**config.mk**
```make
export PLATFORM = sky130hd
export DESIGN_NAME = lob_ctrl
export DESIGN_NICKNAME = d
export VERILOG_FILES = /design/src/hw/rtl/lob_pkg.sv /design/src/hw/rtl/lob_ctrl.sv
export SDC_FILE = /design/constraint.sdc
export NUM_CORES = 1
export LEC_CHECK = 0
export BUFFER_PORTS_ARGS = -buffer_cell sky130_fd_sc_hd__buf_2
export CAP_MARGIN = 20
export CORE_AREA = 2 2 39 41
export CTS_CLUSTER_SIZE = 12
export DETAILED_ROUTE_END_ITERATION = 10
export DIE_AREA = 0 0 41 43
export GPL_TIMING_DRIVEN = 0
export PLACE_DENSITY = 0.81
export RECOVER_POWER = 25
export SYNTH_ARGS = -nofsm -noshare
export SYNTH_HDL_FRONTEND = slang
export SYNTH_SLANG_ARGS = --single-unit
```
**constraint.sdc**
```tcl
create_clock -name clk_i -period 2 [get_ports clk_i]
set_input_delay 0.4 -clock clk_i [delete_from_list [all_inputs] [get_ports clk_i]]
set_output_delay 0.4 -clock clk_i [all_outputs]
set_load 0.05 [all_outputs]
```
**src/hw/rtl/lob_pkg.sv**
```systemverilog
// ----------------------------------------------------------------------------
// lob_pkg
// Types, sizes and sequencer operation codes of the order book matcher.
// ----------------------------------------------------------------------------
`default_nettype none
package lob_pkg;
  localparam int PRICE_LEVELS = 256;
  localparam int ORDER_IDS = 64;
  localparam int IdW = 6;
  localparam int LinkW = 7;
  localparam int PriceW = 8;
  localparam int LvlW = 9;
  localparam int QtyW = 32;
  localparam logic [LinkW-1:0] NIL_ID = 7'd64;

  typedef struct packed {
    logic              mode;
    logic [IdW-1:0]    ord_id;
    logic              side;
    logic [PriceW-1:0] limit_price;
    logic [QtyW-1:0]   order_quantity;
  } in_word_t;

  typedef struct packed {
    logic [IdW-1:0]    maker_id;
    logic [IdW-1:0]    taker_id;
    logic [PriceW-1:0] trade_price;
    logic [QtyW-1:0]   trade_quantity;
    logic              last;
  } out_word_t;

  typedef enum logic [4:0] {
    OP_CLR, OP_IDLE, OP_CHECK, OP_CXL, OP_UNLINK, OP_MTEST, OP_HEAD, OP_SWEEP,
    OP_FILL, OP_LCHK, OP_LEMP, OP_ADV, OP_SKIP, OP_SKCHK, OP_FIN, OP_APRD,
    OP_APWR, OP_APLNK, OP_EMIT
  } op_e;

  typedef struct packed {
    logic clr_done;
    logic is_cancel;
    logic reject;
    logic qty_zero;
    logic can_match;
    logic r_nil;
    logic head_nil;
    logic skip_in;
    logic full_fill;
    logic slot_ok;
  } st_t;
endpackage
`default_nettype wire

```
**src/hw/rtl/lob_ctrl.sv**
```systemverilog
// ----------------------------------------------------------------------------
// lob_ctrl
// Sequencer of the matcher: steps through check, match, unlink and rest.
// ----------------------------------------------------------------------------
`default_nettype none
module lob_ctrl (
  input  wire logic        clk_i,
  input  wire logic        rst_ni,
  input  wire logic        in_valid_i,
  input  wire lob_pkg::st_t st_i,
  output lob_pkg::op_e     op_o
);
  import lob_pkg::*;

  localparam logic [4:0] S_CLR = 5'd0, S_IDLE = 5'd1, S_CHECK = 5'd2, S_CXL = 5'd3,
    S_UNLINK = 5'd4, S_MTEST = 5'd5, S_HEAD = 5'd6, S_SWEEP = 5'd7, S_FILL = 5'd8,
    S_LCHK = 5'd9, S_LEMP = 5'd10, S_ADV = 5'd11, S_SKIP = 5'd12, S_SKCHK = 5'd13,
    S_FIN = 5'd14, S_APRD = 5'd15, S_APWR = 5'd16, S_APLNK = 5'd17, S_EMIT = 5'd18;

  logic [4:0] state_q, state_d;

  always_comb begin
    state_d = state_q;
    op_o = OP_IDLE;
    unique case (state_q)
      S_CLR: begin
        op_o = OP_CLR;
        if (st_i.clr_done) state_d = S_IDLE;
      end
      S_IDLE: begin
        op_o = OP_IDLE;
        if (in_valid_i) state_d = S_CHECK;
      end
      S_CHECK: begin
        op_o = OP_CHECK;
        if (st_i.reject) state_d = S_IDLE;
        else if (st_i.is_cancel) state_d = S_CXL;
        else state_d = S_MTEST;
      end
      S_CXL: begin
        op_o = OP_CXL;
        state_d = S_UNLINK;
      end
      S_UNLINK: begin
        op_o = OP_UNLINK;
        state_d = st_i.is_cancel ? S_IDLE : S_SWEEP;
      end
      S_MTEST: begin
        op_o = OP_MTEST;
        state_d = (st_i.can_match && !st_i.qty_zero) ? S_HEAD : S_FIN;
      end
      S_HEAD: begin
        op_o = OP_HEAD;
        state_d = S_SWEEP;
      end
      S_SWEEP: begin
        op_o = OP_SWEEP;
        state_d = (!st_i.r_nil && !st_i.qty_zero) ? S_FILL : S_LCHK;
      end
      S_FILL: begin
        op_o = OP_FILL;
        if (st_i.slot_ok) state_d = st_i.full_fill ? S_UNLINK : S_SWEEP;
      end
      S_LCHK: begin
        op_o = OP_LCHK;
        state_d = S_LEMP;
      end
      S_LEMP: begin
        op_o = OP_LEMP;
        state_d = st_i.head_nil ? S_ADV : S_MTEST;
      end
      S_ADV: begin
        op_o = OP_ADV;
        state_d = S_SKIP;
      end
      S_SKIP: begin
        op_o = OP_SKIP;
        state_d = st_i.skip_in ? S_SKCHK : S_MTEST;
      end
      S_SKCHK: begin
        op_o = OP_SKCHK;
        state_d = st_i.head_nil ? S_ADV : S_MTEST;
      end
      S_FIN: begin
        op_o = OP_FIN;
        state_d = st_i.qty_zero ? S_EMIT : S_APRD;
      end
      S_APRD: begin
        op_o = OP_APRD;
        state_d = S_APWR;
      end
      S_APWR: begin
        op_o = OP_APWR;
        state_d = S_APLNK;
      end
      S_APLNK: begin
        op_o = OP_APLNK;
        state_d = S_EMIT;
      end
      S_EMIT: begin
        op_o = OP_EMIT;
        if (st_i.slot_ok) state_d = S_IDLE;
      end
      default: begin
        op_o = OP_IDLE;
        state_d = S_IDLE;
      end
    endcase
  end

  always_ff @(posedge clk_i or negedge rst_ni) begin
    if (!rst_ni) state_q <= S_CLR;
    else state_q <= state_d;
  end
endmodule
`default_nettype wire

```
[Word-level counts from Yosys, hierarchy flattened]
Cells that the tools add are included.
Cells by class
  eq/ne operators: 22
  mux-type cells: 15
  reductions and logical operators: 7
Operators with widths (number)
  one-hot mux 5 bit (18 select lines): 2
  equality test 5 x 4 -> 1 bit, second input constant: 8
  two-way mux 5 bit: 5
  equality test 5 x 3 -> 1 bit, second input constant: 4
  equality test 5 bit, second input constant: 3
  two-way mux 4 bit: 3
  equality test 5 x 2 -> 1 bit, second input constant: 2
  two-way mux 3 bit: 3
  != test 2 bit, second input constant: 4
  equality test 5 x 1 -> 1 bit, second input constant: 1
  zero test 5 bit: 1
  AND reduction 4 bit: 1
  logical AND 1 bit: 2
  zero test 1 bit: 2
  two-way mux 2 bit: 1
  OR reduction 2 bit: 1
  two-way mux 1 bit: 1
Word-level totals
  register bits after elaboration: 5
  bits of input ports: 13
  output and inout port bits: 5

[Logic depth before layout (Yosys ltp)]
  depth after elaboration: 4
  depth in mapped cells: 6

[Least setup slack after synthesis]
Ideal clock, no wire load.
  kind: register -> register
  from: reg state_q[3]
  to: reg state_q[1]
  library setup time: 82 ps
  arrival: 1836 ps
  data required time: 1918 ps
  path slack: 82 ps
  stages on the path, launching flop included: 6
  path through: dfrtp_1 -> buf_6 -> nor2b_1 -> nand3_1 -> and3b_1 -> o22ai_1
Between the ends
  word-level cells in the longest chain between the ends: 3
Ends and longest elaborated chain
  from (decl): RTL line lob_ctrl.sv:20  | logic [4:0] state_q, state_d;
  from (signal assigned): RTL line lob_ctrl.sv:113  | else state_q <= state_d;
  equality test 5 x 4 -> 1 bit (tied with other cells): RTL line lob_ctrl.sv:25  | unique case (state_q)
  OR reduction 2 bit (no source line) / != test 2 bit (equally long branches)
  one-hot mux 5 bit (18 select lines) / AND reduction 4 bit (equally long branches)
Parallel ways exist; a longest one is shown, timed or not.
A chain may end at the register's enable or synchronous reset.

[Worst setup path after layout]
  from: reg state_q[3]
  to: out op_o[1]
Between the ends
  word-level cells in the longest chain between the ends: 2
Ends and longest elaborated chain
  equality test 5 bit (tied with other cells): RTL line lob_ctrl.sv:25
  one-hot mux 5 bit (18 select lines) (*): RTL line lob_ctrl.sv:25
  to (decl): RTL line lob_ctrl.sv:11  | output lob_pkg::op_e op_o
Mark *: on every way between the ends. The rest lies on a longest branch, timed or not.

==> results_dict.tcl <==
set metrics [dict create \
    use_met2_pct 36.56 \
    final_layout_size_suffix_gt1_share_pct 31.73 \
    crit_start "state_q[3]" \
    netlist_instances 82 \
    postSynthAreaPerCell_um2 7.583 \
    reg2reg_to "state_q[0]" \
    row_count 14 \
    sw_frac_of_total_pct 51.00 \
    initial_utilization_pct 44.94 \
    p_per_area_nw_per_um2 1430 \
    clkTransAtPathRegs_ns 0.05 \
    worstHoldPathType "in2reg" \
    max_freq_mhz 517.8 \
    viasPerCell 6.000 \
    dp_hpwl_um 1278 \
    syn_nets 95 \
    regToRegStartpoint "state_q[2]" \
    cp_max_fo 5 \
    track_usage_pct 23.94 \
    dr_total_vias 720 \
    cts_tree "built" \
    drv_slew 0 \
    placed_area_um2 726.9 \
    switching_power_w 0.0005574 \
    tightest_slew_ns 0.3716 \
    layout_common_cells "15 x buf_2, 10 x nand2_1, 8 x o21ai_0" \
    clk_latency_ns 0.26 \
    cts_buffers 3 \
    grt_use_met1_pct 30.49 \
    io_buffers 17 \
    seq_area_frac_synth_pct 20.12 \
    grt_overflow 0 \
    crit_path_end "op_o[1]" \
    cts_root_buf "clkbuf_4" \
    synth_top_area_cell "dfrtp_1" \
    cts_buffer_depth 2 \
    critPathLaunchType "flip-flop" \
    clock_sink_count 5 \
    reg_top3 "state_q (5)" \
    place_congestion 0.9261 \
    fin_crit_sh_pct 96.56 \
    grt_max_degree 11 \
    grt-busiest-layer "met2" \
    status "finished, final reports clean" \
    nets 118 \
    p_clk_share_pct 12.1 \
    drv_cap 0 \
    fin_skew_ns 0.006609 \
    p_comb_share_pct 73.2 \
    yosysTopAreaCellShare_pct 20.12 \
    stdcell_area_um2 764.5 \
    regMostFlops "state_q" \
    power_frac_seq_pct 14.7 \
    grt_pass1_wl_um 2829 \
    setup_viol 0 \
    final_common_cell "buf_2" \
    p_leak_nw 0.3524 \
    die_area_um2 1763 \
    yosysWarnings 0 \
    ios 18 \
    reg2reg_slack_ns 0.29 \
    synth.area.top_cells "dfrtp_1 20%, mux2i_1 6.4%, o21ai_0 6.4%" \
    reg2reg_depth 6 \
    synth_seq_cells 5 \
    layout_min_cycle_time_ns 1.931 \
    rsz0062_at_grt "no" \
    ant_nets 0 \
    fp.dieW_um 41 \
    htree_num_levels 1 \
    syn-cell-area_um2 621.8 \
    drt_iter0_markers 38 \
    core_area_um2 1384 \
    grtUsageMet3_pct 4.188 \
    relSlewSlack_pct 75.23 \
    crit_required_ns 1.60 \
    drt-total-wl_um 1827 \
    fp.dieH_um 43 \
    tns_ns 0 \
    largest_register_ffs 5 \
    diodes 0 \
    worstSetupEndpointType "output pin" \
    peakVddDrop_uv 774.6 \
    drt_pass1_iterations 4 \
    finalHoldViolCount 0 \
    grt_pass1_vias 678 \
    drc_errors 0 \
    antenna_found_initial 0 \
    crit_arrival_ns 1.53 \
    p_int_w 0.0005356 \
    wl_per_cell_um 15.23 \
    hp-start "st_i[3]" \
    crit_type "reg2out" \
    syn2layout_area_growth_pct 22.94 \
    yosysUniqueCellTypes 35 \
]
## cells in the mapped netlist
cell       count
or3b_4         1
mux2_2         1
a21o_1         1
nand2_1       10
nor3_1         2
nor2_1         7
dfrtp_1        5
buf_6          3
or3_1          1
o22ai_1        1
a32oi_1        1
a21oi_1        3
mux2i_1        4
a211oi_1       1
nand3_1        4
o21ai_0        8
o31a_1         1
a211o_1        1
nand2b_1       1
or2_2          1
and3b_1        1
o41ai_1        1
nand4_1        1
nand3b_1       2
or3b_2         2
buf_4          4
o2111ai_1      2
o22a_1         1
and2_1         1
and2b_2        1
o211ai_1       2
or2b_2         1
nor2b_1        2
inv_1          3
o311a_1        1
## per-layer routing
layer  vias up  routed length [um]
met5         -                   0
met4         0                  49
met3         6                 121
met2        38                 892
met1       335                 763
li1        341                   -
## timing repair
| action | CTS | global route |
|---|---|---|
| hold buffers | 1 | 0 |
| gates resized for setup | 0 | 1 |
| buffers inserted | 0 | 0 |
| endpoints found under the hold margin | 5 | 0 |
| endpoints found under the setup margin | 0 | 1 |
## cell type report
type	count	area, um^2
fill	146	619.3
multi-input combinational	67	421.7
sequential	5	125.1
timing repair buffer	18	96.34
buffer	7	63.81
clock buffer	4	26.28
tap	16	20.02
inverter	3	11.26
## through the flow
stage	cells	worst slack, ns	util, %	hold WS (ns)	total power [W]
finish	120	0.06876	55.24	0.4596	0.001093
global route	120	0.01080	55.24	0.4808	0.001155
CTS	120	0.03421	55.15	0.4481	0.001074
detailed placement	115	0.3144	52.53	0.2177	0.0009381
global placement	115	0.3346	52.53	0.2165	0.0009190
floorplan	82	0.08206	-	0.1044	0.0007764
## power groups by stage
| stage | Clock [W] | Combinational (W) | Sequential (W) |
|---|---|---|---|
| after global routing | 0.000132 | 0.000856 | 0.000166 |
| final | 0.000132 | 0.000800 | 0.000161 |
| after detailed placement | 0 | 0.000779 | 0.000160 |
| after floorplan | 0 | 0.000623 | 0.000153 |
| after global placement | 0 | 0.000761 | 0.000158 |
| after CTS | 0.000130 | 0.000784 | 0.000160 |
## kinds of logic (layout without fill, tap and decap cells)
group                  Yosys count  count (layout)  synth area share [%]
buffers and inverters           10              32                 12.07
DFF                              5               5                 20.12
AOI/OAI and AO/OA               24              24                 26.16
and+or+nand+nor                 38              38                 33.41
muxes                            5               5                 8.250
## worst max-delay path, cell delays in order (launching register included)
cell	delay, ns
dfrtp_1	0.42
or2_2	0.35
o21ai_0	0.15
and2_1	0.13
clkbuf_4	0.22
## worst min path at each step
stage | cells after the start | endpoint
after floorplan | 0 | state_q[0]
after global placement | 1 | state_q[2]
after detailed placement | 1 | state_q[0]
after CTS | 3 | state_q[3]
after global routing | 3 | state_q[3]
final | 3 | state_q[3]
Power figures use the tool's default switching activity.
